<file path="config.mk">
export PLATFORM = sky130hd
export DESIGN_NAME = bmd_queue
export DESIGN_NICKNAME = d
export VERILOG_FILES = /design/src/hw/rtl/bmd_pkg.sv /design/src/hw/rtl/bmd_queue.sv
export SDC_FILE = /design/constraint.sdc
export NUM_CORES = 1
export LEC_CHECK = 0
export BUFFER_PORTS_ARGS = -buffer_cell sky130_fd_sc_hd__buf_2
export CORE_MARGIN = 3
export CORE_UTILIZATION = 55
export CTS_CLUSTER_DIAMETER = 100
export DETAILED_ROUTE_END_ITERATION = 16
export PLACE_DENSITY = 0.81
export SKIP_CTS_REPAIR_TIMING = 1
export SLEW_MARGIN = 20
export SYNTH_ARGS = -nofsm -noshare
export SYNTH_HDL_FRONTEND = slang
export SYNTH_SLANG_ARGS = --single-unit
</file>
<file path="constraint.sdc">
create_clock -name clk -period 1.8 [get_ports clk]
set_input_delay 0 -clock clk [delete_from_list [all_inputs] [get_ports clk]]
set_output_delay 0 -clock clk [all_outputs]
set_load 0.01 [all_outputs]
</file>
<file path="src/hw/rtl/bmd_pkg.sv">
`timescale 1ns / 1ps
package bmd_pkg;

  localparam int MAX_OUT_ROWS_DEF = 1024;
  localparam int MAX_SIDE_DEF     = 16;
  localparam int PIXEL_BITS_DEF   = 16;

  localparam int SAMPLE_W     = 16;
  localparam int MEAN_W       = 16;
  localparam int CFG_W        = 11;
  localparam int CFG_IDX_W    = 2;
  localparam int SIDE_REG_W   = 5;
  localparam int SIDE_REG_MAX = (1 << SIDE_REG_W) - 1;
  localparam int WIDTH_MAX    = 1024;
  localparam int BCOL_W       = 10;
  localparam int QUEUE_DEPTH  = 4;
  localparam int QLVL_W       = $clog2(QUEUE_DEPTH + 1);

  typedef enum logic [CFG_IDX_W-1:0] {
    CFG_OUT_WIDTH  = 2'd0,
    CFG_OUT_HEIGHT = 2'd1,
    CFG_SIDE       = 2'd2
  } cfg_idx_t;

  typedef struct packed {
    logic [CFG_W-1:0]      out_width;
    logic [CFG_W-1:0]      out_height;
    logic [SIDE_REG_W-1:0] side;
  } cfg_regs_t;

  typedef enum logic {
    FR_RUN,
    FR_ALIGN
  } front_state_t;

  typedef enum logic [1:0] {
    BK_IDLE,
    BK_DIV,
    BK_DONE
  } back_state_t;

  function automatic int f_clamp(int v, int hi);
    if (v == 0) return 1;
    if (v > hi) return hi;
    return v;
  endfunction

  function automatic int f_smax(int max_side);
    return (max_side < SIDE_REG_MAX) ? max_side : SIDE_REG_MAX;
  endfunction

  function automatic int f_sw(int max_side);
    return $clog2(f_smax(max_side) + 1);
  endfunction

  function automatic int f_sq_w(int max_side);
    int sm;
    sm = f_smax(max_side);
    return $clog2(sm * sm + 1);
  endfunction

  function automatic int f_sum_w(int pixel_bits, int max_side);
    int sm;
    sm = f_smax(max_side);
    return pixel_bits + $clog2(sm * sm);
  endfunction

  function automatic int f_pos_w(int max_rows, int max_side);
    int w;
    w = $clog2(max_rows * f_smax(max_side) + 1);
    return (w < 2) ? 2 : w;
  endfunction

  function automatic int f_addr_w(int depth);
    return (depth > 1) ? $clog2(depth) : 1;
  endfunction

endpackage

</file>
<file path="src/hw/rtl/bmd_queue.sv">
`timescale 1ns / 1ps
module bmd_queue import bmd_pkg::*; #(
  parameter int W = 8,
  parameter int DEPTH = QUEUE_DEPTH,
  localparam int PW = f_addr_w(DEPTH),
  localparam int LW = $clog2(DEPTH + 1)
) (
  input  logic          clk,
  input  logic          rst_n,
  input  logic          push,
  input  logic [W-1:0]  push_data,
  input  logic          pop,
  output logic [W-1:0]  pop_data,
  output logic          empty,
  output logic [LW-1:0] level
);

  logic [W-1:0]  ent_r [DEPTH];
  logic [PW-1:0] wp_r, rp_r;
  logic [LW-1:0] lvl_r;

  assign pop_data = ent_r[rp_r];
  assign empty    = (lvl_r == '0);
  assign level    = lvl_r;

  always_ff @(posedge clk) begin
    if (!rst_n) begin
      wp_r  <= '0;
      rp_r  <= '0;
      lvl_r <= '0;
    end else begin
      if (push) begin
        wp_r <= (wp_r == PW'(DEPTH - 1)) ? '0 : wp_r + PW'(1);
      end
      if (pop) begin
        rp_r <= (rp_r == PW'(DEPTH - 1)) ? '0 : rp_r + PW'(1);
      end
      if (push && !pop) begin
        lvl_r <= lvl_r + LW'(1);
      end else if (pop && !push) begin
        lvl_r <= lvl_r - LW'(1);
      end
    end
  end

  always_ff @(posedge clk) begin
    if (push) begin
      ent_r[wp_r] <= push_data;
    end
  end

`ifndef NO_ASSERTIONS
  a_no_overflow: assert property (@(posedge clk) disable iff (!rst_n)
    (push && !pop) |-> (lvl_r < LW'(DEPTH)))
    else $error("queue overflow");
  a_no_underflow: assert property (@(posedge clk) disable iff (!rst_n)
    pop |-> !empty)
    else $error("queue underflow");
`endif

endmodule

</file>
==> metrics.md, run 1 <==
| Metric | Value |
|---|---|
| Commonest cells in the netlist | edfxtp_1, dfxtp_1, mux4_2 |
| TritonCTS clock tree | built |
| Sequential fraction of the synthesis area | ~71% |
| Synth Cell Area | 1610 sq um |
| Inserted Clock Buffers | 5 |
| Top_reg_cell synth | edfxtp_1 |
| Final min period | 1.53 ns |
| Die W | 60.1 um |
| Remaining antenna violation count | 0 |
| Fraction of layout cells with a size suffix above 1 | roughly a third |
| Leakage | between 0.7 and 0.8 nW |
| Least-Margin Pin Slew | 0.420 ns |
| Port bufs | 23 |
| Synth unique cells | 19 |
| Pin count of the biggest net entering global routing | 13 |
| Warnings from Yosys | 0 |
| Max Cap Viol | 0 |
| Final worst path period share | 85.0% |
| Root buffer cell | clkbuf_4 |
| Worst Hold Class | input pin to flip-flop |
| Post-synth ARST share | 0% |
| R2R cell count | 4 |
| First-pass GRT wire length | 3630 um |
| Clock skew | roughly 0.0049 ns |
| IO Count | 24 |
| Final setup vio count | 0 |
| Number of core rows | 18 |
| Max Slew Vio Count | 0 |
| CP arrival | about 1.5 ns |
| Post-DR wirelength/cell | 15.1 um |
| Total chip power | 1.76 mW |
| Clock buffer depth | 2 |
| Detailed-placement wirelength estimate | 1650 um |
| Max_slew headroom | 72.0% |
| CP Launch Type | flip-flop |
| Total grt overflow | 0 |
| Status | finished clean |
| Initial antenna violation count | 0 |
| Hold path depth | 3 |
| Max IR drop VDD | 0.000737 V |
| Area Overhead vs Synth | 17.7% |
| Fillers | approximately 170 |
| Average size of a mapped cell | approximately 19 sq um |
| DR pass1 iterations | 4 |
| Post-Syn Nets | around 100 |
| Top-area cell type share of the netlist area | 59.8% |
| Final Wtd Congestion | roughly 0.68 |
| Vias in the first global route | 771 |
| RSZ-0062 raised after global routing | false |
| Area contributors post-synth | edfxtp_1, dfxtp_1, mux4_2 |
| Hold Fails Final Rpt | 0 |
| Post-synth EDFFs | 32 |
| Synth area leader | edfxtp_1 |
| Max Fclk | 0.653 GHz |
| Drt drc | 0 |
| DIE AREA | 3610 sq um |
| CTS Sinks | between 40 and 50 |
| Die height | 60.1 um |
| # H-tree levels | 2 |
| Pwr Density | 927 nW/um^2 |
| Clock Latency Late Sink | 0.32 ns |
| Final wirelength | 2330 um |
| Starting Density | 61.0% |
| Mapped Cells | 85 |
| Finished Layout Cells | ~150 |
| Worst setup margin | 0.270 ns |
| Synthesis-stage register bit count | 41 |
| Core Footprint | ~2600 sq um |
| Final core utilization | 71.8% |
| Clk slew on worst S/H paths | ~0.10 ns |
| Net count reported at finish | 142 |
| N_diodes | 0 |
| Critical path required time | 1.80 ns |
| Vias/cell | ~5.3 |
| Placement Setup Slack | 0.333 ns |
| TNS Setup | 0 ns |
| DRT iter0 DRCs | 24 |
| Via count | 818 |
| Dpl cells | 137 |
| Crit Path Category | flip-flop to output port |
| Crit path capture type | output port |
| Count leader, synth | edfxtp_1 |
| Maximum fanout along the worst path | 8 |
| Overall Global Routing Usage | about 15% |
==> per-layer routing <==
layer	share of wire (%)	GRT usage, %
met5	0	0
met4	2.1	6.65
met3	5.3	4.32
met2	51	23.1
met1	42	18.3
==> worst max-delay path: stages (launching register included) <==
cell and delay, ns:
dfxtp_1 0.32, buf_4 0.20, mux4_2 0.53, buf_2 0.16
==> state kept, by name (all words and copies together) (netlist names), named ones only <==
| name | count |
|---|---|
| rp_r | 2 |
| ent_r | 32 |
| level | 3 |
| wp_r | 2 |
==> worst paths after layout <==
path / from / end / slack [ns]
min reg2reg: level[2]$_SDFFE_PN0P_ / level[2]$_SDFFE_PN0P_ / 0.53
min: pop / rp_r[1]$_SDFFE_PN0P_ / 0.03
max: flip-flop / pop_data[2] / 0.27
max reg2reg: level[0]$_SDFFE_PN0P_ / level[2]$_SDFFE_PN0P_ / 0.35
==> final cells by class <==
cell class	count	area, sq um	area share (%)
inverters	4	15.0	0.793
flip-flops and latches	41	1140	60.3
clock buffers	6	41.3	2.18
multi-input cells	38	435	23.0
repair buffers	33	213	11.2
well taps	30	37.5	1.98
clock inverters	2	10.0	0.529
==> report_power, final <==
| group | switching (mW) | internal, mW |
|---|---|---|
| Sequential | 0.0334 | 1.08 |
| Combinational | 0.113 | 0.128 |
| Clock | 0.256 | 0.149 |
| Total | 0.403 | 1.35 |
==> placed cells by master (no fill, tap or decap) <==
cell,instances
nor3_1,2
and2_1,5
o21a_1,1
ha_1,6
clkinv_2,2
xnor2_1,1
buf_4,1
fa_1,1
buf_2,23
mux2i_1,4
dfxtp_1,9
dlygate4sd3_1,9
nor2_1,1
nor2b_1,5
edfxtp_1,32
clkbuf_1,1
mux4_2,8
inv_1,4
o21ai_0,1
a21boi_1,1
clkbuf_4,5
xor2_1,1
or3_1,1
==> kinds of logic (layout without fill, tap and decap cells) <==
group | Yosys count | after routing | share of synthesized area (%)
flip-flops | 41 | 41 | 71.0
AND/OR/NAND/NOR | 14 | 14 | 5.14
multiplexers | 12 | 12 | 13.7
adder cells (fa/ha/maj) | 7 | 7 | 5.91
buffers and inverters | 6 | 45 | 1.94
AO/OA/AOI/OAI | 3 | 3 | 1.25
XOR/XNOR | 2 | 2 | 1.09
==> through the flow <==
stage	area, sq um	hold slack (ns)
after global placement	1750	0.210
final	1890	0.0284
after detailed placement	1750	0.221
after floorplan	1610	0.0989
after global routing	1890	0.0539
after CTS	1800	-0.125
Note: power is estimated with default switching activity, not from simulation.
==> inputs of run 2 (changes only) <==
--- a/config.mk
+++ b/config.mk
@@ -9,6 +9,7 @@
 export CORE_MARGIN = 3
 export CORE_UTILIZATION = 55
 export CTS_CLUSTER_DIAMETER = 100
+export CTS_CLUSTER_SIZE = 25
 export DETAILED_ROUTE_END_ITERATION = 16
 export PLACE_DENSITY = 0.81
 export SKIP_CTS_REPAIR_TIMING = 1
==> constraint.sdc (replaced) <==
create_clock -name clk -period 1.8 [get_ports clk]
set_input_delay 0.18 -clock clk [delete_from_list [all_inputs] [get_ports clk]]
set_output_delay 0.18 -clock clk [all_outputs]
set_load 0.01 [all_outputs]
==> run 2 against run 1 <==
Effect of this change:
- first-iteration DRC count decreased by 58%
- total power grew 0.90%
- die area unchanged
- clock skew rose by 0.012 ns
- hold slack improved by 0.016 ns
- non-clock buffer count down 9
- largest cell class unchanged
- global-route usage rose by 0.73 points
- sequential share of layout area up 2.8 points
- maximum frequency shrank 9.5%
==> metrics.md, run 2 (synthesized netlist as in run 1, its figures left out) <==
| Metric | Value |
|---|---|
| Status | finished clean |
| Final min period | 1.69 ns |
| DRT iter0 DRCs | 10 |
| Max IR drop VDD | 0.000907 V |
| Pin count of the biggest net entering global routing | 14 |
| Max Fclk | slightly below 0.6 GHz |
| CP arrival | about 1.5 ns |
| Max Cap Viol | 0 |
| Max FFs per register | 32 |
| Crit path capture type | output port |
| # H-tree levels | 2 |
| Psw | 0.432 mW |
| M3 GR Usage | 6.05% |
| First-pass GRT wire length | 3820 um |
| Total grt overflow | 0 |
| Least-Margin Pin Slew | 0.435 ns |
| Overall Global Routing Usage | between 15 and 20% |
| Die height | 60.1 um |
| Number of core rows | 18 |
| Clock Latency Late Sink | ~0.34 ns |
| Drt drc | 0 |
| Port bufs | 23 |
| Clock skew | 0.0164 ns |
| RSZ-0062 raised after global routing | false |
| Starting Density | 61.0% |
| CTS Sinks | 41 |
| Commonest non-fill, non-tap cell in the layout | edfxtp_1 |
| Sw Share | 24.4% |
| Worst Hold Class | input pin to flip-flop |
| Worst setup endpoint | pop_data[4] |
| Total chip power | between 1.5 and 2 mW |
| Vias/cell | approximately 5.4 |
| Initial antenna violation count | 0 |
| Final Wtd Congestion | slightly below 0.7 |
| Pwr Density | 978 nW/um^2 |
| N_diodes | 0 |
| GRT busiest layer | met2 |
| Max_slew headroom | between 70% and 80% |
| Reg power frac | 62.7% |
| R2R cell count | 4 |
| Inserted Clock Buffers | 5 |
| Root buffer cell | clkbuf_4 |
| Final worst path period share | a little over nine tenths |
| Critical path required time | 1.62 ns |
| Die W | 60.1 um |
| CP Launch Type | flip-flop |
| Reg-to-Reg Start | level[0]$_SDFFE_PN0P_ |
| Leakage | 0.677 nW |
| Core Footprint | 2640 sq um |
| Clk slew on worst S/H paths | 0.13 ns |
| Grt met2 use | 25.5% |
| Final wirelength | 2330 um |
| Crit Path Category | flip-flop to output port |
| DR pass1 iterations | 3 |
| Area Overhead vs Synth | 12.7% |
| Final setup vio count | 0 |
| Hold Fails Final Rpt | 0 |
| Fraction of layout cells with a size suffix above 1 | between 30% and 40% |
| TNS Setup | 0 ns |
| Int Power | about 1.3 mW |
| Detailed-placement wirelength estimate | 1670 um |
| GR Util met1 | approximately 18% |
| DIE AREA | 3610 sq um |
| Reg-to-Reg End | level[2]$_SDFFE_PN0P_ |
| IO Count | 24 |
| Via count | just under 800 |
| Clock buffer depth | 2 |
| Largest reg by FF count | ent_r |
| Net count reported at finish | approximately 130 |
| Clk pwr share | 24.5% |
| Vias in the first global route | 820 |
| Maximum fanout along the worst path | 8 |
| Remaining antenna violation count | 0 |
| Final core utilization | between 60% and 70% |
| Post-DR wirelength/cell | 16.0 um |
| TritonCTS clock tree | built |
| Leading cell types in the layout, fill and taps excluded | edfxtp_1, buf_2, mux4_2, dfxtp_1, ha_1 |
| Max Slew Vio Count | 0 |
| Reg2reg setup slack | 0.36 ns |
| Comb pwr share | 12.9% |
[run 2: cell count changes in the layout (fill, tap and decap cells not counted)]
cell / previous run / this run
dfxtp_1: 9 / 8
dlygate4sd3_1: 9 / 0
clkinvlp_4: 0 / 1
buf_6: 0 / 1
buf_4: 1 / 0
dfxtp_2: 0 / 1
clkbuf_1: 1 / 0
[run 2: final cells by class]
type | count | area (sq um)
Multi-Input combinational cell | 38 | 435
Clock inverter | 3 | 17.5
Inverter | 4 | 15.0
Sequential cell | 41 | 1140
Fill cell | 179 | 823
Timing Repair Buffer | 24 | 126
Tap cell | 30 | 37.5
Clock buffer | 5 | 37.5
[run 2: layer usage]
| metal | share of wire, % | up-vias |
|---|---|---|
| li1 | - | 378 |
| met1 | 42 | 374 |
| met2 | 52 | 20 |
| met3 | 4.9 | 6 |
| met4 | 1.6 | 0 |
| met5 | 0 | - |
[run 2: metrics by stage]
step                hold WS [ns]  area, sq um  cells  setup slack (ns)
floorplan                  0.279         1610     85             0.357
global placement           0.390         1750    137             0.206
detailed placement         0.402         1750    137             0.145
CTS                       0.0289         1810    145            0.0260
global route              0.0128         1810    145            0.0137
finish                    0.0441         1810    145             0.108
[run 2: how the worst min path moves through the flow]
stage | startpoint | endpoint | slack, ns | depth (start not counted)
after global placement | push_data[6] | ent_r[0][6]$_DFFE_PP_ | 0.39 | 1
final | push_data[1] | ent_r[3][1]$_DFFE_PP_ | 0.04 | 1
after CTS | push_data[1] | ent_r[3][1]$_DFFE_PP_ | 0.03 | 1
after detailed placement | push_data[1] | ent_r[0][1]$_DFFE_PP_ | 0.40 | 1
after global routing | push_data[1] | ent_r[0][1]$_DFFE_PP_ | 0.01 | 1
after floorplan | push_data[0] | ent_r[0][0]$_DFFE_PP_ | 0.28 | 0
[run 2: critical path, stage by stage (launching register included)]
cell and delay, ns:
dfxtp_2 0.34, buf_6 0.16, mux4_2 0.52, buf_2 0.16
[run 2: power groups by stage]
stage	Combinational, mW	Clock [mW]	Sequential (mW)
after detailed placement	0.233	0	1.13
after CTS	0.233	0.450	1.11
after global placement	0.223	0	1.13
final	0.228	0.433	1.11
after global routing	0.257	0.490	1.12
after floorplan	0.147	0	1.13
