## config.mk

```make
export PLATFORM = sky130hd
export DESIGN_NAME = bmd_back_flat
export DESIGN_NICKNAME = d
export VERILOG_FILES = /design/src/hw/rtl/bmd_pkg.sv /design/src/hw/rtl/bmd_if.sv /design/src/hw/rtl/bmd_back.sv /design/src/flat_wrapper.sv
export SDC_FILE = /design/constraint.sdc
export NUM_CORES = 1
export LEC_CHECK = 0
export BUFFER_PORTS_ARGS = -buffer_cell sky130_fd_sc_hd__buf_2
export CORE_UTILIZATION = 54
export CTS_CLUSTER_DIAMETER = 40
export DETAILED_ROUTE_END_ITERATION = 10
export PLACE_DENSITY = 0.87
export SYNTH_ARGS = -nofsm -noshare
export SYNTH_HDL_FRONTEND = slang
export SYNTH_SLANG_ARGS = --single-unit
```

## constraint.sdc

```tcl
create_clock -name clk -period 4.14 [get_ports clk]
set_clock_uncertainty 0.15 [all_clocks]
set_input_delay 0 -clock clk [delete_from_list [all_inputs] [get_ports clk]]
set_output_delay 0 -clock clk [all_outputs]
set_load 0.005 [all_outputs]
```

## src/hw/rtl/bmd_pkg.sv

```systemverilog
`timescale 1ns / 1ps
package bmd_pkg;

  localparam int MAX_OUT_ROWS_DEF = 1024;
  localparam int MAX_SIDE_DEF     = 16;
  localparam int PIXEL_BITS_DEF   = 16;

  localparam int SAMPLE_W     = 16;
  localparam int MEAN_W       = 16;
  localparam int CFG_W        = 11;
  localparam int CFG_IDX_W    = 2;
  localparam int SIDE_REG_W   = 5;
  localparam int SIDE_REG_MAX = (1 << SIDE_REG_W) - 1;
  localparam int WIDTH_MAX    = 1024;
  localparam int BCOL_W       = 10;
  localparam int QUEUE_DEPTH  = 4;
  localparam int QLVL_W       = $clog2(QUEUE_DEPTH + 1);

  typedef enum logic [CFG_IDX_W-1:0] {
    CFG_OUT_WIDTH  = 2'd0,
    CFG_OUT_HEIGHT = 2'd1,
    CFG_SIDE       = 2'd2
  } cfg_idx_t;

  typedef struct packed {
    logic [CFG_W-1:0]      out_width;
    logic [CFG_W-1:0]      out_height;
    logic [SIDE_REG_W-1:0] side;
  } cfg_regs_t;

  typedef enum logic {
    FR_RUN,
    FR_ALIGN
  } front_state_t;

  typedef enum logic [1:0] {
    BK_IDLE,
    BK_DIV,
    BK_DONE
  } back_state_t;

  function automatic int f_clamp(int v, int hi);
    if (v == 0) return 1;
    if (v > hi) return hi;
    return v;
  endfunction

  function automatic int f_smax(int max_side);
    return (max_side < SIDE_REG_MAX) ? max_side : SIDE_REG_MAX;
  endfunction

  function automatic int f_sw(int max_side);
    return $clog2(f_smax(max_side) + 1);
  endfunction

  function automatic int f_sq_w(int max_side);
    int sm;
    sm = f_smax(max_side);
    return $clog2(sm * sm + 1);
  endfunction

  function automatic int f_sum_w(int pixel_bits, int max_side);
    int sm;
    sm = f_smax(max_side);
    return pixel_bits + $clog2(sm * sm);
  endfunction

  function automatic int f_pos_w(int max_rows, int max_side);
    int w;
    w = $clog2(max_rows * f_smax(max_side) + 1);
    return (w < 2) ? 2 : w;
  endfunction

  function automatic int f_addr_w(int depth);
    return (depth > 1) ? $clog2(depth) : 1;
  endfunction

endpackage

```

## src/hw/rtl/bmd_if.sv

```systemverilog


interface bmd_out_if import bmd_pkg::*; ();
  logic              valid;
  logic              ready;
  logic [MEAN_W-1:0] mean;
  logic              frame_end;

  modport source (output valid, output mean, output frame_end, input ready);
  modport sink (input valid, input mean, input frame_end, output ready);
endinterface

```

## src/hw/rtl/bmd_back.sv

```systemverilog
`timescale 1ns / 1ps
module bmd_back import bmd_pkg::*; #(
  parameter int MAX_SIDE = MAX_SIDE_DEF,
  parameter int PIXEL_BITS = PIXEL_BITS_DEF,
  localparam int SUM_W = f_sum_w(PIXEL_BITS, MAX_SIDE)
) (
  input  logic           clk,
  input  logic           rst_n,
  input  cfg_regs_t      cfg,
  input  logic           q_empty,
  input  logic [SUM_W:0] q_data,
  output logic           q_pop,
  bmd_out_if.source      out_ch
);

  localparam int S_MAX = f_smax(MAX_SIDE);
  localparam int SW    = f_sw(MAX_SIDE);
  localparam int SQ_W  = f_sq_w(MAX_SIDE);
  localparam int CW    = $clog2(SUM_W + 1);

  back_state_t bst_r, bst_nxt;

  logic [SW-1:0]     s_eff;
  logic              one;
  logic [SUM_W-1:0]  quo_r, quo_nxt;
  logic [SQ_W-1:0]   rem_r, rem_nxt, sq_r;
  logic [SQ_W:0]     rem_sh;
  logic              ge;
  logic [CW-1:0]     cnt_r;
  logic              fend_r;
  logic              out_v_r, out_fend_r;
  logic [MEAN_W-1:0] out_mean_r;
  logic              slot_free, take, div_step, ld_out;

  assign s_eff = SW'(f_clamp(int'(cfg.side), S_MAX));
  assign one   = (s_eff == SW'(1));

  assign rem_sh  = {rem_r, quo_r[SUM_W-1]};
  assign ge      = (rem_sh >= {1'b0, sq_r});
  assign rem_nxt = ge ? SQ_W'(rem_sh - {1'b0, sq_r}) : SQ_W'(rem_sh);
  assign quo_nxt = (quo_r << 1) | SUM_W'(ge);

  assign slot_free = !out_v_r || out_ch.ready;
  assign q_pop     = take && !q_empty;

  always_comb begin
    take     = 1'b0;
    div_step = 1'b0;
    ld_out   = 1'b0;
    case (bst_r)
      BK_IDLE: take = 1'b1;
      BK_DIV: div_step = 1'b1;
      BK_DONE: begin
        ld_out = slot_free;
        take   = slot_free;
      end
      default: ;
    endcase
  end

  always_comb begin
    bst_nxt = bst_r;
    case (bst_r)
      BK_IDLE: begin
        if (q_pop) bst_nxt = one ? BK_DONE : BK_DIV;
      end
      BK_DIV: begin
        if (cnt_r == CW'(SUM_W - 1)) bst_nxt = BK_DONE;
      end
      BK_DONE: begin
        if (slot_free) bst_nxt = q_pop ? (one ? BK_DONE : BK_DIV) : BK_IDLE;
      end
      default: bst_nxt = BK_IDLE;
    endcase
  end

  always_ff @(posedge clk) begin
    if (!rst_n) begin
      bst_r   <= BK_IDLE;
      cnt_r   <= '0;
      out_v_r <= 1'b0;
    end else begin
      bst_r <= bst_nxt;
      if (q_pop) begin
        cnt_r <= '0;
      end else if (div_step) begin
        cnt_r <= cnt_r + CW'(1);
      end
      if (ld_out) begin
        out_v_r <= 1'b1;
      end else if (out_ch.ready) begin
        out_v_r <= 1'b0;
      end
    end
  end

  always_ff @(posedge clk) begin
    if (q_pop) begin
      quo_r  <= q_data[SUM_W-1:0];
      fend_r <= q_data[SUM_W];
      rem_r  <= '0;
      sq_r   <= SQ_W'(int'(s_eff) * int'(s_eff));
    end else if (div_step) begin
      quo_r <= quo_nxt;
      rem_r <= rem_nxt;
    end
    if (ld_out) begin
      out_mean_r <= MEAN_W'(quo_r);
      out_fend_r <= fend_r;
    end
  end

  assign out_ch.valid     = out_v_r;
  assign out_ch.mean      = out_mean_r;
  assign out_ch.frame_end = out_fend_r;

`ifndef NO_ASSERTIONS
  a_rem_below_divisor: assert property (@(posedge clk) disable iff (!rst_n)
    (bst_r == BK_DIV) |-> (rem_r < sq_r))
    else $error("divider remainder out of range");
`endif

endmodule
```

## src/flat_wrapper.sv

```systemverilog
// flat-port wrapper written by rule: the top's interface ports become plain ports
module bmd_back_flat import bmd_pkg::*;
#(
  parameter int MAX_SIDE = MAX_SIDE_DEF,
  parameter int PIXEL_BITS = PIXEL_BITS_DEF,
  localparam int SUM_W = f_sum_w(PIXEL_BITS, MAX_SIDE)
)
  (clk, rst_n, cfg, q_empty, q_data, q_pop, out_ch_valid, out_ch_mean, out_ch_frame_end, out_ch_ready);
  bmd_out_if out_ch_i ();
  input  logic clk;
  input  logic rst_n;
  input  cfg_regs_t cfg;
  input  logic q_empty;
  input  logic [SUM_W:0] q_data;
  output logic q_pop;
  output wire logic [$bits(out_ch_i.valid)-1:0] out_ch_valid;
  output wire logic [$bits(out_ch_i.mean)-1:0] out_ch_mean;
  output wire logic [$bits(out_ch_i.frame_end)-1:0] out_ch_frame_end;
  input wire logic [$bits(out_ch_i.ready)-1:0] out_ch_ready;
  assign out_ch_valid = out_ch_i.valid;
  assign out_ch_mean = out_ch_i.mean;
  assign out_ch_frame_end = out_ch_i.frame_end;
  assign out_ch_i.ready = out_ch_ready;
  bmd_back #(.MAX_SIDE(MAX_SIDE), .PIXEL_BITS(PIXEL_BITS)) u_core (.clk(clk), .rst_n(rst_n), .cfg(cfg), .q_empty(q_empty), .q_data(q_data), .q_pop(q_pop), .out_ch(out_ch_i));
endmodule
```

==> flow_summary.json, run 1 <==
{
  "run_status": "finished, final reports clean",
  "ys_async_sr_fraction_pct": 0,
  "start_kind": "input pin",
  "r2r_setup_slack_ps": 1700,
  "drv_slew": 0,
  "drtAntennaViolNets": 0,
  "synth_flop_cell": "edfxtp_1",
  "avgViaCountPerCell": 5.66,
  "final-hold-violation-count": 0,
  "clkTransAtPathRegs_ps": 70,
  "cts-root-buf": "clkbuf_8",
  "cts_buffers": 9,
  "die_height_um": 81.5,
  "firstDrtPassIters": 5,
  "reg2regPathDepth": 8,
  "final_common_cell": "nand2_1",
  "gr-total-overflow": 0,
  "post_cts_buffers": 0,
  "min_to": "u_core.sq_r[3]",
  "fin_setup_tns_ps": 0,
  "power.density_nw_per_um2": 493,
  "synth_area_leaders": "edfxtp_1 (44%), dfxtp_1 (10%), nand2_1 (8.6%)",
  "maxCapViolations": 0,
  "antenna_found_initial": 0,
  "netlist_area_um2": 3410,
  "die_w_um": 81.5,
  "path_max_fanout": 7,
  "core_area_um2": 6030,
  "fin_nets": 491,
  "grt_usage_pct": 27.3,
  "cts_num_sinks": 67,
  "crit_buf_inv": 2,
  "cts_tree": "done",
  "vdd_drop_max_uv": 442,
  "worstSkewPairLatency_ps": 350,
  "fp-row-count": 28,
  "slew-limit-headroom_pct": 14.3,
  "worstReg2RegStart": "u_core.sq_r[7]",
  "crit_chain": "dlygate4sd3_1 > buf_2 > and2b_2 > and2_1 > fa_1 > fa_1 > fa_1 > ha_1 > a21o_1 > a21oi_1 > o21bai_1 > a21oi_1 > xnor2_1",
  "ys_warn_count": 0,
  "setup_violations": 0,
  "grt_pass1_vias": 2760,
  "crit_path_end_kind": "register",
  "critPathLaunch": "cfg[4]",
  "period_share_pct": 91.0,
  "grt_setup_unrepaired": "no",
  "fill_cells": 397,
  "worst_pin_slew_ps": 1280,
  "drcViolationCount": 0,
  "critPathMaxStageDelay_ps": 550,
  "max_clock_freq_ghz": 0.265,
  "area_growth_pct": 26.4,
  "cp_slowest_cell": "fa_1",
  "yosysSeqAreaShare_pct": 54.0,
  "layout_common_cells": "nand2_1 (78), buf_2 (52), edfxtp_1 (50)",
  "hp-start": "cfg[1]",
  "htreeDepth": 3,
  "arrival_ps": 3710,
  "first_iter_violations": 260,
  "cpMostUsedCell": "fa_1",
  "wirelength_um": 8430,
  "p_leak_nw": 1.93,
  "synth.avg_cell_area_um2": 10.6,
  "gp_congestion": 0.879,
  "grt_pass1_wl_um": 13100,
  "synth_cells": 321,
  "synth_area_leader_cell": "edfxtp_1",
  "dpl.hpwl_um": 4780,
  "clock_path_buffers": 2,
  "r2r_end": "u_core.quo_r[0]",
  "portBuffers": 52,
  "synth_enable_flop_cells": 50,
  "worst_hold_path_type": "in2reg",
  "hold_depth": 3,
  "start_util_pct": 56.6,
  "ys_ff_latch": 67,
  "vias": 2787,
  "path_class": "in2reg",
  "period_needed_ps": 3770,
  "routedWlPerCell_um": 17.1,
  "dieArea_um2": 6640,
  "layout-drive-gt1-share_pct": 18.9,
  "cp_top_family": "adder cells",
  "grt_max_degree": 37,
  "post-route-util_pct": 71.6,
  "worstPathRequired_ps": 4090,
  "yosysUniqueCellTypes": 49,
  "num_antenna_cells": 0,
  "ios": 75,
  "synth_top_area_share_pct": 44.0
}
[registers in the layout (all words and copies together) (netlist names)]
signal and count:
u_core.fend_r 1, u_core.out_ch.frame_end 1, u_core.bst_r 2, u_core.out_ch.mean 16, u_core.quo_r 24, u_core.out_ch.valid 1, u_core.sq_r 8, u_core.rem_r 9
u_core.cnt_r 5
[area by class of cell]
type                            instances  area, µm²  share of cell area [%]
Clock buffer                            9        124                    2.87
Clock inverter                          7        100                    2.32
Inverter                               13       48.8                    1.13
Multi-Input combinational cell        230       1470                    34.0
Sequential cell                        67       1840                    42.7
Tap cell                               75       93.8                    2.17
Timing Repair Buffer                   91        638                    14.8
[worst reg2reg max path, stage by stage (launching register included)]
cell and delay [ps]:
edfxtp_1 340, inv_1 50, ha_1 390, a21oi_1 290, nor2b_1 80, nor3_1 140
buf_4 220, and2_1 400, a21oi_1 130
[layer usage]
layer	track usage [%]	share of wire, %
met5	0	0
met4	12.7	3.1
met3	6.78	6.6
met2	48.3	53
met1	30.6	37
[power by group]
group          internal, mW  switching (mW)
Combinational         0.263           0.365
Clock                 0.344           0.265
Sequential            0.832          0.0586
[stage by stage]
| stage | hold slack, ps | instance area (µm²) | total power [mW] | cells | worst slack (ps) |
|---|---|---|---|---|---|
| final | 196 | 4320 | 2.13 | 492 | 372 |
| after global routing | 212 | 4320 | 2.22 | 492 | 180 |
| after CTS | 168 | 4320 | 2.10 | 492 | 367 |
| after detailed placement | 37.7 | 3750 | 1.47 | 442 | 510 |
| after global placement | 41.4 | 3750 | 1.44 | 442 | 645 |
| after floorplan | -51.1 | 3420 | 1.33 | 324 | 887 |
[worst max path at each step]
stage / to / slack, ps / cells past startpoint
after floorplan: u_core.sq_r[8] / 890 / 11
after global placement: u_core.sq_r[8] / 640 / 12
after detailed placement: u_core.sq_r[8] / 510 / 12
after CTS: u_core.sq_r[8] / 370 / 13
after global routing: u_core.sq_r[8] / 180 / 13
final: u_core.sq_r[8] / 370 / 13
[cell families (layout without fill, tap and decap cells)]
| group | count (synthesis) | after routing | synth area share, % |
|---|---|---|---|
| other | 1 | 4 | 0.110 |
| AND/OR/NAND/NOR | 140 | 140 | 19.2 |
| AO/OA/AOI/OAI | 48 | 48 | 10.3 |
| adder cells (fa/ha/maj) | 23 | 23 | 9.31 |
| flip-flops | 67 | 67 | 54.0 |
| XOR/XNOR | 15 | 15 | 3.85 |
| buffers and inverters | 27 | 120 | 3.34 |
[what timing repair did]
item | in CTS | in global routing
endpoints found under the hold margin | 35 | 0
gates resized for setup | 0 | 0
hold buffers | 34 | 0
[synth_stat cells (all sizes together), types with 2 or more instances]
cell	number
nand4	4
and3b	3
and2b	2
clkbuf	6
a21oi	11
nor3	2
nand4b	2
a41oi	4
buf	8
fa	4
dfxtp	17
and2	6
nand2	78
nor2b	5
nand2b	5
xnor2	7
o21ai	3
a22oi	2
inv	13
o31ai	4
a311o	4
nor2	17
nand3	3
a211oi	4
or3	2
and3	9
edfxtp	50
o211ai	2
xor2	8
ha	19
a21o	4
No activity file was read; power rests on OpenSTA's default activity.
==> inputs of run 2 (changes only) <==
--- a/config.mk
+++ b/config.mk
@@ -6,10 +6,12 @@
 export NUM_CORES = 1
 export LEC_CHECK = 0
 export BUFFER_PORTS_ARGS = -buffer_cell sky130_fd_sc_hd__buf_2
-export CORE_UTILIZATION = 54
+export CAP_MARGIN = 10
+export CORE_MARGIN = 3
+export CORE_UTILIZATION = 50
 export CTS_CLUSTER_DIAMETER = 40
 export DETAILED_ROUTE_END_ITERATION = 10
-export PLACE_DENSITY = 0.87
+export PLACE_DENSITY = 0.82
 export SYNTH_ARGS = -nofsm -noshare
 export SYNTH_HDL_FRONTEND = slang
 export SYNTH_SLANG_ARGS = --single-unit
==> flow_summary.json, run 2 (same netlist as run 1, synthesis figures left out) <==
{
  "cts_buffers": 9,
  "internal_power_mw": 1.38,
  "period_needed_ps": 3820,
  "antenna_found_initial": 0,
  "worst_hold_path_type": "in2reg",
  "maxCapViolations": 0,
  "area_growth_pct": 25.5,
  "largest_register_ffs": 24,
  "period_share_pct": 92.2,
  "firstDrtPassIters": 5,
  "htreeDepth": 3,
  "p_switching_mw": 0.655,
  "p_clk_share_pct": 26.8,
  "fill_cells": 473,
  "slew-limit-headroom_pct": 21.4,
  "clock_path_buffers": 2,
  "swShare_pct": 32.3,
  "cts-root-buf": "clkbuf_8",
  "post-route-util_pct": 66.0,
  "max_clock_freq_ghz": 0.262,
  "arrival_ps": 3770,
  "post_cts_buffers": 0,
  "drv_slew": 0,
  "gr-total-overflow": 0,
  "final-hold-violation-count": 0,
  "path_class": "in2reg",
  "num_antenna_cells": 0,
  "layout-drive-gt1-share_pct": 19.0,
  "drtAntennaViolNets": 0,
  "combPwrFrac_pct": 29.7,
  "drcViolationCount": 0,
  "cts_tree": "done",
  "fin_setup_tns_ps": 0,
  "worst_pin_slew_ps": 1180,
  "worstSkewPairLatency_ps": 350,
  "layout_common_cells": "nand2_1 (78), buf_2 (52), edfxtp_1 (50)",
  "grt_setup_unrepaired": "no",
  "die_w_um": 88.6,
  "final_common_cell": "nand2_1",
  "routedWlPerCell_um": 14.4,
  "vias": 2675,
  "gp_congestion": 0.856,
  "start_util_pct": 52.6,
  "die_height_um": 88.6,
  "p_leak_nw": 1.91,
  "power.density_nw_per_um2": 474,
  "grt_pass1_wl_um": 11800,
  "run_status": "finished, final reports clean",
  "vdd_drop_max_uv": 297,
  "core_area_um2": 6490,
  "top_register": "u_core.quo_r",
  "grt_usage_pct": 19.6,
  "avgViaCountPerCell": 5.43,
  "placed_cell_area_um2": 3750,
  "worstPathRequired_ps": 4090,
  "dieArea_um2": 7850,
  "portBuffers": 52,
  "grt_pass1_vias": 2574,
  "fp-row-count": 29,
  "first_iter_violations": 246,
  "pwr-share-seq_pct": 43.5,
  "setup_violations": 0,
  "dpl.hpwl_um": 4580,
  "start_kind": "input pin",
  "wirelength_um": 7100,
  "hold_slack_ps": 34.3,
  "cts_num_sinks": 67,
  "ios": 75,
  "crit_path_end_kind": "register",
  "fin_nets": 490,
  "fin_area_um2": 4280,
  "clkTransAtPathRegs_ps": 80,
  "grt_max_degree": 35,
  "path_max_fanout": 7
}
run 2: cell count changes in the layout (fill, tap and decap cells not counted), sizes merged:
cell	change
clkinvlp	+2
dlygate4sd3	-1
clkinv	-1
bufinv	-1
run 2: layout make-up:
| cell class | instances | area, µm² | area share, % |
|---|---|---|---|
| Clock inverter | 7 | 76.3 | 1.78 |
| Tap cell | 77 | 96.3 | 2.25 |
| Timing Repair Buffer | 90 | 628 | 14.7 |
| Clock buffer | 9 | 124 | 2.89 |
| Multi-Input combinational cell | 230 | 1470 | 34.3 |
| Inverter | 13 | 48.8 | 1.14 |
| Sequential cell | 67 | 1840 | 43.0 |
run 2: metrics by stage:
step | worst slack [ps] | power (mW) | cells
final | 321 | 2.03 | 493
after global routing | 132 | 2.15 | 493
after CTS | 333 | 2.03 | 493
after detailed placement | 487 | 1.46 | 444
after global placement | 628 | 1.44 | 444
after floorplan | 887 | 1.33 | 324
run 2: worst paths after layout:
check	startpoint	endpoint	slack, ps	depth (start not counted)
worst max-delay path	cfg[4]	u_core.sq_r[8]	320	13
worst min-delay path	cfg[2]	u_core.bst_r[0]	30	4
worst max register to register	u_core.bst_r[1]	u_core.quo_r[1]	1770	4
worst min register to register	u_core.quo_r[2]	u_core.out_ch.mean[2]	300	0
run 2: what timing repair did:
action,CTS,global route
hold endpoints to repair,35,0
gates resized for setup,0,0
hold buffers,33,0
run 2: per-layer routing:
layer / global-route usage, % / vias to the layer above / wire, µm
met5: 0 / - / 0
met4: 5.63 / 0 / 100
met2: 33.2 / 103 / 3560
met1: 25.0 / 1243 / 3050
li1: - / 1318 / -
met3: 4.84 / 11 / 383
run 2: critical path, cell delays in order:
cell,delay [ps]
dlygate4sd3_1,520
buf_2,170
and2b_2,250
and2_1,200
fa_1,500
fa_1,550
fa_1,440
ha_1,350
a21o_1,200
a21oi_1,230
o21bai_1,90
a21oi_1,190
xnor2_1,80
run 2: power by group through the flow:
stage	combinational [mW]	sequential (mW)	clock (mW)
floorplan	0.454	0.878	0
global placement	0.548	0.891	0
detailed placement	0.566	0.895	0
CTS	0.598	0.881	0.553
global route	0.677	0.893	0.578
finish	0.604	0.883	0.544
==> inputs of run 3 (changes only) <==
--- a/config.mk
+++ b/config.mk
@@ -6,12 +6,13 @@
 export NUM_CORES = 1
 export LEC_CHECK = 0
 export BUFFER_PORTS_ARGS = -buffer_cell sky130_fd_sc_hd__buf_2
-export CAP_MARGIN = 10
+export CELL_PAD_IN_SITES_DETAIL_PLACEMENT = 1
+export CELL_PAD_IN_SITES_GLOBAL_PLACEMENT = 1
 export CORE_MARGIN = 3
-export CORE_UTILIZATION = 50
+export CORE_UTILIZATION = 42
 export CTS_CLUSTER_DIAMETER = 40
 export DETAILED_ROUTE_END_ITERATION = 10
-export PLACE_DENSITY = 0.82
+export PLACE_DENSITY = 0.88
 export SYNTH_ARGS = -nofsm -noshare
 export SYNTH_HDL_FRONTEND = slang
 export SYNTH_SLANG_ARGS = --single-unit
==> constraint.sdc (replaced) <==
create_clock -name clk -period 4.2 [get_ports clk]
set_clock_uncertainty 0.15 [all_clocks]
set_input_delay 0 -clock clk [delete_from_list [all_inputs] [get_ports clk]]
set_output_delay 0 -clock clk [all_outputs]
set_load 0.005 [all_outputs]
==> flow_summary.json, run 3 (same netlist as run 1, synthesis figures left out) <==
{
  "drv_slew": 0,
  "fp-row-count": 32,
  "worstPathRequired_ps": 4150,
  "dpl.hpwl_um": 6170,
  "die_w_um": 96.2,
  "gr-total-overflow": 0,
  "vias": 2779,
  "slew-limit-headroom_pct": 14.7,
  "fin_nets": 489,
  "max_clock_freq_ghz": 0.265,
  "period_share_pct": 89.8,
  "fill_cells": 874,
  "maxCapViolations": 0,
  "hold_buffers": 32,
  "layout_common_cells": "nand2_1 (78), buf_2 (52), edfxtp_1 (50)",
  "path_class": "in2reg",
  "path_max_fanout": 7,
  "fin_setup_tns_ps": 0,
  "layout-drive-gt1-share_pct": 19.0,
  "start_kind": "input pin",
  "start_util_pct": 43.7,
  "worst_hold_path_type": "in2reg",
  "vdd_drop_max_uv": 183,
  "power.density_nw_per_um2": 494,
  "dieArea_um2": 9240,
  "core_area_um2": 7810,
  "antenna_found_initial": 0,
  "firstDrtPassIters": 4,
  "largest_register_ffs": 24,
  "ff_latch_area_um2": 1840,
  "drcViolationCount": 0,
  "final_common_cell": "nand2_1",
  "first_iter_violations": 158,
  "clock_path_buffers": 2,
  "cts-root-buf": "clkbuf_8",
  "cts_num_sinks": 67,
  "p_leak_nw": 1.92,
  "post_cts_buffers": 0,
  "ios": 75,
  "routedWlPerCell_um": 19.3,
  "worstSkewPairLatency_ps": 350,
  "multi_input_area_um2": 1470,
  "dp.cells": 469,
  "crit_path_end_kind": "register",
  "htreeDepth": 3,
  "grt_pass1_vias": 3009,
  "num_antenna_cells": 0,
  "grt_max_degree": 37,
  "arrival_ps": 3720,
  "gp_congestion": 0.908,
  "worst_pin_slew_ps": 1280,
  "period_needed_ps": 3770,
  "post_cts_resized": 0,
  "grt_usage_pct": 22.8,
  "avgViaCountPerCell": 5.38,
  "setup_violations": 0,
  "cts_buffers": 9,
  "die_height_um": 96.2,
  "grt_setup_unrepaired": "no",
  "wirelength_um": 9990,
  "final-hold-violation-count": 0,
  "clkTransAtPathRegs_ps": 80,
  "grt_pass1_wl_um": 15300,
  "top_register": "u_core.quo_r",
  "fin_cells": 517,
  "drtAntennaViolNets": 0,
  "portBuffers": 52,
  "area_growth_pct": 26.8,
  "cts_tree": "done",
  "run_status": "finished, final reports clean"
}
## run 3: stage by stage
step / util [%] / hold WS [ps] / total power, mW / instance area (µm²) / worst slack, ps
after CTS: 55.4 / 45.6 / 2.12 / 4330 / 423
after detailed placement: 48.5 / 31.2 / 1.48 / 3780 / 584
final: 55.4 / 62.9 / 2.14 / 4330 / 430
after floorplan: - / -51.1 / 1.31 / 3420 / 947
after global placement: 48.5 / 44.1 / 1.43 / 3780 / 684
after global routing: 55.4 / 48.4 / 2.25 / 4330 / 285
## run 3: worst max-delay path, stage by stage
cell	delay, ps
dlygate4sd3_1	520
buf_2	170
and2b_2	260
and2_1	200
fa_1	490
fa_1	540
fa_1	430
ha_1	350
a21o_1	200
a21oi_1	210
o21bai_1	90
a21oi_1	180
xnor2_1	80
## run 3: area by class of cell
type / count / share of cell area (%)
clock buffer: 9 / 2.86
clock inverter: 7 / 2.28
inverter: 13 / 1.13
sequential: 67 / 42.6
multi-input combinational: 230 / 33.9
tap: 102 / 2.95
timing repair buffer: 89 / 14.3
## run 3: worst paths after layout
path | start | to | slack (ps) | depth (start not counted)
max | cfg[4] | u_core.sq_r[8] | 430 | 13
min | q_empty | u_core.bst_r[1] | 60 | 5
max reg2reg | u_core.sq_r[7] | u_core.quo_r[0] | 1800 | 8
min reg2reg | u_core.quo_r[12] | u_core.out_ch.mean[12] | 300 | 0
## run 3: routing by layer
| metal | global-route usage, % | part of all wire [%] | vias up |
|---|---|---|---|
| li1 | - | - | 1309 |
| met1 | 24.6 | 37 | 1366 |
| met2 | 42.2 | 55 | 83 |
| met3 | 4.14 | 4.8 | 21 |
| met4 | 11.7 | 3.5 | 0 |
| met5 | 0 | 0 | - |
## run 3: report_power, final
part	total [mW]	switching (mW)	internal (mW)	leakage [nW]
Combinational	0.641	0.380	0.261	1.19
Clock	0.612	0.274	0.338	0.110
Sequential	0.885	0.0651	0.820	0.619
Total	2.14	0.719	1.42	1.92
